<file path="src/sv/keyboard_status_data_device_core_macros.svh">
// ---------------------------------------------------------------------------
// Keyboard status/data device - assertion macros
// Shared concurrent assertion forms, clocked on clk, disabled in reset.
// ---------------------------------------------------------------------------
`ifndef KEYBOARD_STATUS_DATA_DEVICE_CORE_MACROS_SVH
`define KEYBOARD_STATUS_DATA_DEVICE_CORE_MACROS_SVH

// plain invariant, checked on every clock edge out of reset
`define KBD_ASSERT(label, prop, msg) \
  label: assert property (@(posedge clk) disable iff (!rst_n) (prop)) else $error(msg);

// same-cycle implication
`define KBD_ASSERT_IMP(label, ante, cons, msg) \
  label: assert property (@(posedge clk) disable iff (!rst_n) (ante) |-> (cons)) \
    else $error(msg);

`endif

</file>
<file path="src/sv/kbd_pkg.sv">
// ---------------------------------------------------------------------------
// Keyboard status/data device - package
// Shared types and codes for the keyboard port core and its cells.
// ---------------------------------------------------------------------------
`timescale 1ns / 1ps

package kbd_pkg;

  // item kinds carried on in_tuser
  typedef enum logic [1:0] {
    ACT_READ  = 2'd0,
    ACT_WRITE = 2'd1,
    ACT_TICK  = 2'd2,
    ACT_NONE  = 2'd3
  } act_t;

  // configuration register indexes
  localparam logic CFG_STATUS_ADDR = 1'b0;
  localparam logic CFG_DATA_ADDR   = 1'b1;

  localparam logic [15:0] STATUS_ADDR_RST = 16'hFE00;
  localparam logic [15:0] DATA_ADDR_RST   = 16'hFE02;

  // status register bit positions
  localparam int unsigned READY_BIT = 15;
  localparam int unsigned IE_BIT    = 14;

  // per-cell control from the FIFO controller
  typedef struct packed {
    logic shift;  // pop: take neighbor's key
    logic load;   // push lands in this cell
  } cell_ctl_t;

  // one result item
  typedef struct packed {
    logic        key_dropped;
    logic        key_request;
    logic        poll_notice;
    logic        interrupt_request;
    logic [15:0] read_data;
  } res_t;

endpackage

</file>
<file path="src/sv/kbd_cell.sv">
// ---------------------------------------------------------------------------
// Keyboard FIFO cell
// One key slot of the shifting key queue; cell 0 holds the front key.
// ---------------------------------------------------------------------------
`timescale 1ns / 1ps

module kbd_cell
  import kbd_pkg::*;
(
  input  logic       clk,
  input  cell_ctl_t  ctl,
  input  logic [7:0] push_key,
  input  logic [7:0] next_key,
  output logic [7:0] key
);

  logic [7:0] key_r;
  logic [7:0] key_nxt;

  // a push and a pop never come in the same item
  always_comb begin
    priority if (ctl.load) begin
      key_nxt = push_key;
    end else if (ctl.shift) begin
      key_nxt = next_key;
    end else begin
      key_nxt = key_r;
    end
  end

  // payload only, no reset
  always_ff @(posedge clk) begin
    key_r <= key_nxt;
  end

  assign key = key_r;

endmodule

</file>
<file path="src/sv/kbd_outbuf.sv">
// ---------------------------------------------------------------------------
// Keyboard result buffer
// Two-entry output register with skid slot between core and out channel.
// ---------------------------------------------------------------------------
`timescale 1ns / 1ps

module kbd_outbuf
  import kbd_pkg::*;
(
  input  logic clk,
  input  logic rst_n,
  input  logic in_valid,
  output logic in_ready,
  input  res_t in_res,
  output logic out_valid,
  input  logic out_ready,
  output res_t out_res
);

  logic out_valid_r, out_valid_nxt;
  logic skid_valid_r, skid_valid_nxt;
  res_t out_res_r, out_res_nxt;
  res_t skid_res_r, skid_res_nxt;
  logic take;
  logic give;

  assign in_ready = !skid_valid_r;
  assign take     = in_valid && !skid_valid_r;
  assign give     = out_valid_r && out_ready;

  // slot update: skid drains first, keeps item order
  always_comb begin
    out_valid_nxt  = out_valid_r;
    skid_valid_nxt = skid_valid_r;
    out_res_nxt    = out_res_r;
    skid_res_nxt   = skid_res_r;
    if (skid_valid_r) begin
      if (give) begin
        out_res_nxt    = skid_res_r;
        skid_valid_nxt = 1'b0;
      end
    end else if (take) begin
      if (!out_valid_r || give) begin
        out_res_nxt   = in_res;
        out_valid_nxt = 1'b1;
      end else begin
        skid_res_nxt   = in_res;
        skid_valid_nxt = 1'b1;
      end
    end else if (give) begin
      out_valid_nxt = 1'b0;
    end
  end

  always_ff @(posedge clk) begin
    if (!rst_n) begin
      out_valid_r  <= 1'b0;
      skid_valid_r <= 1'b0;
    end else begin
      out_valid_r  <= out_valid_nxt;
      skid_valid_r <= skid_valid_nxt;
    end
  end

  always_ff @(posedge clk) begin
    out_res_r  <= out_res_nxt;
    skid_res_r <= skid_res_nxt;
  end

  assign out_valid = out_valid_r;
  assign out_res   = out_res_r;

endmodule

</file>
<file path="src/sv/keyboard_status_data_device_core.sv">
// ---------------------------------------------------------------------------
// Keyboard status/data device core
// Memory-mapped keyboard port: status and data registers over a key queue.
// ---------------------------------------------------------------------------
//  channel | dir | signals                          | payload
//  in      | in  | in_tvalid/in_tready/in_tdata/tuser | bus access or tick (tuser = kind)
//  out     | out | out_tvalid/out_tready/out_tdata  | one result per item
//  cfg     | in  | cfg_we/cfg_index/cfg_wdata       | status and data addresses
//
//  One item per cycle while in_tready is high; each item's result is registered in the result buffer.
//  The key queue is a row of FIFO_DEPTH shifting cells, cell 0 the front key;
//  a pop shifts every cell toward the front in the same cycle.
//  in_tready drops only while both result slots hold items on a stalled out side.
//  Reset (rst_n low, synchronous) empties the queue at once; no clearing pass.
// ---------------------------------------------------------------------------
`timescale 1ns / 1ps
`include "keyboard_status_data_device_core_macros.svh"

module keyboard_status_data_device_core
  import kbd_pkg::*;
#(
  parameter int unsigned FIFO_DEPTH = 16
) (
  input  logic        clk,
  input  logic        rst_n,
  input  logic        in_tvalid,
  output logic        in_tready,
  // [15:0] address, [31:16] write_value, [32] key_valid, [40:33] key_code,
  // [41] source_has_more, [47:42] zero
  input  logic [47:0] in_tdata,
  // [1:0] action
  input  logic [1:0]  in_tuser,
  output logic        out_tvalid,
  input  logic        out_tready,
  // [15:0] read_data, [16] interrupt_request, [17] poll_notice,
  // [18] key_request, [19] key_dropped, [23:20] zero
  output logic [23:0] out_tdata,
  input  logic        cfg_we,
  input  logic        cfg_index,
  input  logic [15:0] cfg_wdata
);

  localparam int unsigned CNT_W = $clog2(FIFO_DEPTH + 1);
  localparam logic [CNT_W-1:0] CNT_FULL = CNT_W'(FIFO_DEPTH);

  // input fields
  act_t        act;
  logic [15:0] addr;
  logic [15:0] wval;
  logic        kvalid;
  logic [7:0]  kcode;
  logic        more;

  assign act    = act_t'(in_tuser);
  assign addr   = in_tdata[15:0];
  assign wval   = in_tdata[31:16];
  assign kvalid = in_tdata[32];
  assign kcode  = in_tdata[40:33];
  assign more   = in_tdata[41];

  // state
  logic [15:0]      stat_addr_r;
  logic [15:0]      data_addr_r;
  logic [CNT_W-1:0] cnt_r, cnt_nxt;
  logic             ready_r, ready_nxt;
  logic             ie_r, ie_nxt;
  logic [7:0]       latch_r, latch_nxt;
  logic             fs_r, fs_nxt;

  logic       acc;
  logic       buf_ready;
  logic       push;
  logic       pop;
  logic       hit_stat;
  logic       hit_data;
  logic       not_full;
  logic [7:0] front_key;
  res_t       res;
  res_t       out_res;

  logic [7:0] cell_key [FIFO_DEPTH];

  assign in_tready = buf_ready;
  assign acc       = in_tvalid && buf_ready;
  assign hit_stat  = (addr == stat_addr_r);
  assign hit_data  = !hit_stat && (addr == data_addr_r);
  assign not_full  = (cnt_r != CNT_FULL);
  // empty queue with a push: the new key is the front
  assign front_key = (cnt_r == '0) ? kcode : cell_key[0];

  // configuration writes
  always_ff @(posedge clk) begin
    if (!rst_n) begin
      stat_addr_r <= STATUS_ADDR_RST;
      data_addr_r <= DATA_ADDR_RST;
    end else if (cfg_we) begin
      unique case (cfg_index)
        CFG_STATUS_ADDR: stat_addr_r <= cfg_wdata;
        CFG_DATA_ADDR:   data_addr_r <= cfg_wdata;
        default:         stat_addr_r <= stat_addr_r;
      endcase
    end
  end

  // item decode: register update and result
  always_comb begin
    ready_nxt = ready_r;
    ie_nxt    = ie_r;
    latch_nxt = latch_r;
    fs_nxt    = fs_r;
    push      = 1'b0;
    pop       = 1'b0;
    res       = '0;
    if (acc) begin
      unique case (act)
        ACT_READ: begin
          if (hit_stat) begin
            res.read_data[READY_BIT] = ready_r;
            res.read_data[IE_BIT]    = ie_r;
            res.poll_notice          = 1'b1;
          end else if (hit_data) begin
            res.read_data = {8'h00, latch_r};
            if (ready_r) begin
              ready_nxt = 1'b0;
              if (cnt_r != '0) begin
                pop    = 1'b1;
                fs_nxt = 1'b0;
              end
            end else if (!more) begin
              res.key_request = 1'b1;
            end
          end
        end
        ACT_WRITE: begin
          if (hit_stat) begin
            ie_nxt    = wval[IE_BIT];
            ready_nxt = 1'b0;
          end
        end
        ACT_TICK: begin
          push            = kvalid && not_full;
          res.key_dropped = kvalid && !not_full;
          if ((cnt_r != '0) || push) begin
            ready_nxt = 1'b1;
            latch_nxt = front_key;
            if (!fs_r && ie_r) begin
              fs_nxt                = 1'b1;
              res.interrupt_request = 1'b1;
            end
          end
        end
        default: begin
          res = '0;
        end
      endcase
    end
  end

  // occupancy
  always_comb begin
    cnt_nxt = cnt_r + CNT_W'(push) - CNT_W'(pop);
  end

  always_ff @(posedge clk) begin
    if (!rst_n) begin
      cnt_r   <= '0;
      ready_r <= 1'b0;
      ie_r    <= 1'b0;
      latch_r <= 8'h00;
      fs_r    <= 1'b0;
    end else begin
      cnt_r   <= cnt_nxt;
      ready_r <= ready_nxt;
      ie_r    <= ie_nxt;
      latch_r <= latch_nxt;
      fs_r    <= fs_nxt;
    end
  end

  // key queue: row of shifting cells
  for (genvar i = 0; i < FIFO_DEPTH; i++) begin : g_cell
    cell_ctl_t  ctl;
    logic [7:0] nbr_key;

    assign ctl.shift = pop;
    assign ctl.load  = push && (cnt_r == CNT_W'(i));

    if (i == FIFO_DEPTH - 1) begin : g_last
      assign nbr_key = 8'h00;
    end else begin : g_mid
      assign nbr_key = cell_key[i+1];
    end

    kbd_cell u_cell (
      .clk      (clk),
      .ctl      (ctl),
      .push_key (kcode),
      .next_key (nbr_key),
      .key      (cell_key[i])
    );
  end

  // result buffer
  kbd_outbuf u_outbuf (
    .clk       (clk),
    .rst_n     (rst_n),
    .in_valid  (acc),
    .in_ready  (buf_ready),
    .in_res    (res),
    .out_valid (out_tvalid),
    .out_ready (out_tready),
    .out_res   (out_res)
  );

  assign out_tdata = {4'h0, out_res};

  // checks
  `KBD_ASSERT(a_cnt_range, cnt_r <= CNT_FULL, "key count beyond queue depth")
  `KBD_ASSERT_IMP(a_ready_has_key, ready_r, cnt_r != '0, "ready set with empty queue")
  `KBD_ASSERT_IMP(a_fs_has_key, fs_r, cnt_r != '0, "front interrupt mark with empty queue")
  `KBD_ASSERT_IMP(a_no_push_pop, acc, !(push && pop), "push and pop in one item")

endmodule
</file>
<file path="config.mk">
export PLATFORM = sky130hd
export DESIGN_NAME = keyboard_status_data_device_core
export DESIGN_NICKNAME = d
export VERILOG_FILES = /design/src/sv/kbd_pkg.sv /design/src/sv/kbd_cell.sv /design/src/sv/kbd_outbuf.sv /design/src/sv/keyboard_status_data_device_core.sv
export VERILOG_INCLUDE_DIRS = /design/src /design/src/sv
export SDC_FILE = /design/constraint.sdc
export NUM_CORES = 1
export LEC_CHECK = 0
export BUFFER_PORTS_ARGS = -buffer_cell sky130_fd_sc_hd__buf_2
export CORE_ASPECT_RATIO = 0.9
export CORE_UTILIZATION = 45
export DETAILED_ROUTE_END_ITERATION = 7
export GPL_TIMING_DRIVEN = 0
export PLACE_DENSITY = 0.62
export REMOVE_ABC_BUFFERS = 1
export SYNTH_ARGS = -nofsm -noshare
export SYNTH_HDL_FRONTEND = slang
export SYNTH_SLANG_ARGS = --single-unit
</file>
<file path="constraint.sdc">
create_clock -name clk -period 4.7 [get_ports clk]
set_clock_uncertainty 0.1 [all_clocks]
set_input_delay 0.94 -clock clk [delete_from_list [all_inputs] [get_ports clk]]
set_output_delay 0.94 -clock clk [all_outputs]
set_load 0.02 [all_outputs]
</file>
* After elaboration in Yosys (flattened, before gate mapping)
Cells that the tools add are included.
Storage, ports and cells: word-level logic and storage cells 211, flip-flop bits (word level) 218, output and inout bits 26
Cells by class: eq/ne operators 29, add/sub/neg operators 2, mux-type cells 79, bitwise operators 3, reduce and logical (&&, ||, !) cells 63
Operator list (count):
- two-way mux 8 bit | 35
- two-way mux 20 bit | 5
- == test 5 x 4 -> 1 bit, second input constant | 8
- nonzero test 2 bit | 20
- two-way mux 1 bit | 34
- == test 16 bit | 2
- logical AND 1 bit | 23
- == test 5 x 3 -> 1 bit, second input constant | 4
- != test 2 bit, second input constant | 9
- two-way mux 16 bit | 1
- AND reduction 3 bit | 5
- == test 5 x 2 -> 1 bit, second input constant | 2
- AND reduction 8 bit | 1
- AND reduction 6 bit | 1
- adder 5 x 1 -> 5 bit | 1
- == test 5 x 1 -> 1 bit, second input constant | 1
- zero test 1 bit | 5
- zero test 5 bit | 1
- != test 5 bit, second input constant | 1
- nonzero test 5 bit | 1
- subtractor 5 x 1 -> 5 bit | 1
- two-way mux 2 bit | 2
- AND reduction 2 bit | 2
- NOT 1 bit | 3
- 7 further kinds | 8

* Depth between registers and ports, before layout
word-level depth 10, depth in mapped cells 17, gate-level depth less buffers 15

* By module
A second synthesis with hierarchy kept.
Second synthesis, totals: cells, all modules 704, area, all modules 10341.2 um^2
By module, submodules not included:
- kbd_cell | area an instance 377.9 um^2, cells an instance 18, sequential area each 240.2 um^2, instances 16
- keyboard_status_data_device_core | area an instance 2645.0 um^2, cells an instance 339, sequential area each 960.9 um^2, instances 1
- kbd_outbuf | area an instance 1650.3 um^2, cells an instance 77, sequential area each 1241.2 um^2, instances 1

* Worst setup path after synthesis
No wires, ideal clock.
path type input port to flip-flop, start in in_tdata[15], end reg cnt_r[4], arrival time 3.454 ns, setup slack 1.014 ns, setup time 0.132 ns, required time 4.468 ns, cell stages on the path 16, path buffers 1, cell sequence xor2_1 -> nor4_1 -> nand4_1 -> nor3b_4 -> buf_6 -> and2_1 -> ha_1 -> inv_1 -> ha_1 -> inv_1 -> fa_1 -> inv_1 -> a21oi_1 -> nor2_1 -> or3_1 -> a21oi_1
Between the ends: longest elaborated chain between the ends 8, elaborated cells between the ends (all ways) 9, classes of those cells 1 x add/sub; 2 x eq/ne; 4 x mux; 2 x reduce/logical
RTL lines:
- from (decl) | RTL line keyboard_status_data_device_core.sv:30 | input logic [47:0] in_tdata,
- == test 16 bit | RTL line keyboard_status_data_device_core.sv:85 | assign hit_stat = (addr == stat_addr_r);
- zero test 1 bit | RTL line keyboard_status_data_device_core.sv:86 | assign hit_data = !hit_stat && (addr == data_addr_r);
- logical AND 1 bit | RTL line keyboard_status_data_device_core.sv:86
- two-way mux 1 bit | RTL line keyboard_status_data_device_core.sv:121 | end else if (hit_data) begin
- two-way mux 1 bit * | RTL line keyboard_status_data_device_core.sv:117 | if (hit_stat) begin
- two-way mux 1 bit * | RTL line keyboard_status_data_device_core.sv:115 | unique case (act)
- two-way mux 1 bit * | RTL line keyboard_status_data_device_core.sv:114 | if (acc) begin
- subtractor 5 x 1 -> 5 bit * | RTL line keyboard_status_data_device_core.sv:161 | cnt_nxt = cnt_r + CNT_W'(push) - CNT_W'(pop);
- to (signal assigned) | RTL line keyboard_status_data_device_core.sv:172 | cnt_r <= cnt_nxt;
- to (decl) | RTL line keyboard_status_data_device_core.sv:64 | logic [CNT_W-1:0] cnt_r, cnt_nxt;
Every way passes the cells marked *; elsewhere a longest branch is shown, timed or not. A chain may end at the register's enable or synchronous reset.

* Final worst setup path
Same ends and word-level chain as after synthesis.

==> qor.yml <==
run_status: "finished, final reports clean"
drive_gt1_frac: 0.335
path_delay_family: "simple AND/OR/NAND/NOR gates"
max-cap-violations: 0
syn_to_final_growth_pct: 12.3
cts_resized: 0
fin_tns_setup_ns: 0
die_y_microns: 139
synth-seq-area-share: 0.608
cts-buffers-inserted: 22
min_from: "data_addr_r[6]"
worst_slew_pin_slew_ns: 1.33
post_drt_wl_per_cell_microns: 18.0
post_cts_buffers: 0
reg2regPathDepth: 16
required_ns: 4.93
crit_top_cell: "inv_1"
globalplace.congestion: 0.769
initial_core_util: 0.464
rsz0062_at_grt: "false"
hold_viol_final: 0
cts_buffer_depth: 3
power_density_nw_per_um2: 373
hold_buffers: 0
grt_start_max_net_pins: 34
final_cell_mix: "edfxtp_1 (156), mux2_2 (120), nand2_1 (70)"
cp-end-kind: "flop"
hold_slack_ns: 0.370
hpwl_microns: 12200
vias_per_cell: 5.34
netlist_instances: 682
slowest_delay_ns: 0.70
mostFrequentLayoutCell: "edfxtp_1"
layout.nets: 816
rrSetupSlack_ns: 0.71
io_pins: 98
finalSetupViolCount: 0
dieWidth_microns: 154
clkSinkCount: 206
r2r-start: "data_addr_r[15]"
overflow: 0
cts_tree: "yes"
via_count: 5368
critPathBufInv: 5
hold_depth: 2
dr.pass1.iters: 4
drt_iter0_drc: 241
startpoint: "in_tdata[15]"
maxSlewViolCount: 0
n_fill_cell: 1721
htree_levels: 1
cpMaxStageDelayCell: "nor3b_4"
wirelength_microns: 18000
antenna_found_initial: 0
clockRootBuffer: "clkbuf_16"
critPathLaunchType: "primary input"
p_leak_uw: 0.00378
grt_pass1_wl_microns: 29400
r2r_end: "cnt_r[4]"
grt.total_usage: 0.173
crit_path_max_fanout: 24
syn_avg_cell_area_sq_um: 13.7
rows: 49
insertion_delay_ns: 0.50
ys_warn_count: 0
setup.worst_path.class: "primary input to flop"
core-area_sq_um: 20200
ant_nets: 0
grt_pass1_vias: 5614
fin_crit_sh: 0.899
max_freq_mhz: 237
finalCriticalPeriod_ns: 4.23
yosysUniqueCellTypes: 47
ys_ff_latch: 206
relSlewSlack: 0.111
diodes: 0
route.detailed.drc: 0
crit_cells: 17
dieArea_sq_um: 21400
crit_chain: "buf_2 -> xor2_1 -> nor4_1 -> nand4_1 -> nor3b_4 -> buf_16 -> and2_1 -> ha_1 -> inv_1 -> ha_1 -> inv_1 -> fa_1 -> inv_1 -> a21oi_1 -> nor2_1 -> or3_1 -> a21oi_1"
hp-class: "flop to flop"
netlist_area_sq_um: 9350
cts.clk_slew.worst_paths_ns: 0.06
holdPathEnd: "data_addr_r[6]"
ir_worst_vdd_mv: 0.217
io_buffers: 66
crit_arrival_ns: 4.46
report_power, final:
| group | internal (uW) | total [uW] | switching, uW |
|---|---|---|---|
| clock network | 1020 | 1710 | 686 |
| logic | 77.7 | 216 | 138 |
| registers | 1970 | 2000 | 24.3 |
| total | 3070 | 3920 | 849 |
kinds of logic after synthesis:
logic type	after synthesis	share of synthesized area
other cells	1	0.000401
compound gates	67	0.0538
buf+inv	58	0.0334
mux	129	0.154
xor+xnor	35	0.0328
flops	206	0.608
simple gates	177	0.105
fa+ha+maj	9	0.0128
metrics by stage:
stage / util / cell area [sq um] / setup slack, ns / power, uW / cells
finish: 0.521 / 10500 / 0.473 / 3920 / 1005
global route: 0.521 / 10500 / 0.267 / 4050 / 1005
CTS: 0.521 / 10500 / 0.441 / 3960 / 1005
detailed placement: 0.486 / 9790 / -0.0647 / 2260 / 966
global placement: 0.484 / 9760 / -0.346 / 2250 / 965
floorplan: - / 9110 / 0.677 / 2160 / 644
how the worst max path moves through the flow:
stage / slack [ns] / end
floorplan: 0.68 / cnt_r[4]
global placement: -0.35 / cnt_r[4]
detailed placement: -0.06 / cnt_r[4]
CTS: 0.44 / cnt_r[4]
global route: 0.27 / cnt_r[4]
finish: 0.47 / cnt_r[4]
tightest hold or removal path, stage by stage (launching register included):
cell     delay (ns)
dfxtp_1        0.32
nand2_1        0.05
a21oi_1        0.05
registers in the layout (all words and copies together), names as in the netlist:
name	count
g_cell.u_cell.key	128
fs_r	1
u_outbuf.out_valid	1
latch_r	8
ready_r	1
u_outbuf.skid_valid_r	1
cnt_r	5
u_outbuf.skid_res_r	14
ie_r	1
u_outbuf.out_res	14
stat_addr_r	16
data_addr_r	16
synthesized netlist by cell type, drive strengths merged:
cell type / count / area (sq um)
nand2: 79 / 319
and3: 4 / 25.0
a21o: 5 / 37.5
clkbuf: 25 / 93.8
a211oi: 9 / 72.6
nand3: 21 / 130
a22o: 18 / 166
xor2: 18 / 158
nand4: 7 / 43.8
dfxtp: 50 / 1000
nor2: 18 / 70.1
nor2b: 5 / 31.3
conb: 1 / 3.75
edfxtp: 156 / 4680
buf: 22 / 178
a21bo: 8 / 80.1
nand2b: 2 / 20.0
nor4b: 1 / 23.8
ha: 8 / 100
xnor2: 17 / 149
mux2i: 9 / 90.1
fa: 1 / 20.0
nor3: 5 / 41.3
nor3b: 1 / 18.8
mux2: 120 / 1350
or3b: 1 / 11.3
inv: 11 / 41.3
or3: 1 / 6.26
nor4: 6 / 71.3
a21oi: 25 / 136
nand3b: 1 / 7.51
o21ai: 2 / 10.0
and2: 24 / 150
and3b: 1 / 8.76
area by class of cell:
class	instances	area [sq um]	share of cell area
Sequential cell	206	5690	0.541
Clock inverter	10	103	0.00977
Multi-Input combinational cell	427	3390	0.323
Tap cell	255	319	0.0304
Timing Repair Buffer	67	358	0.0341
Inverter	11	41.3	0.00393
Clock buffer	29	608	0.0579
layer usage:
metal | wire, microns | up-vias | track usage | share of wire
met5 | 0 | - | 0 | 0
met4 | 322 | 0 | 0.0411 | 0.018
met3 | 709 | 22 | 0.0269 | 0.039
met2 | 8520 | 86 | 0.285 | 0.47
met1 | 8490 | 2682 | 0.241 | 0.47
li1 | - | 2578 | - | -
(Power assumes the default switching activity.)
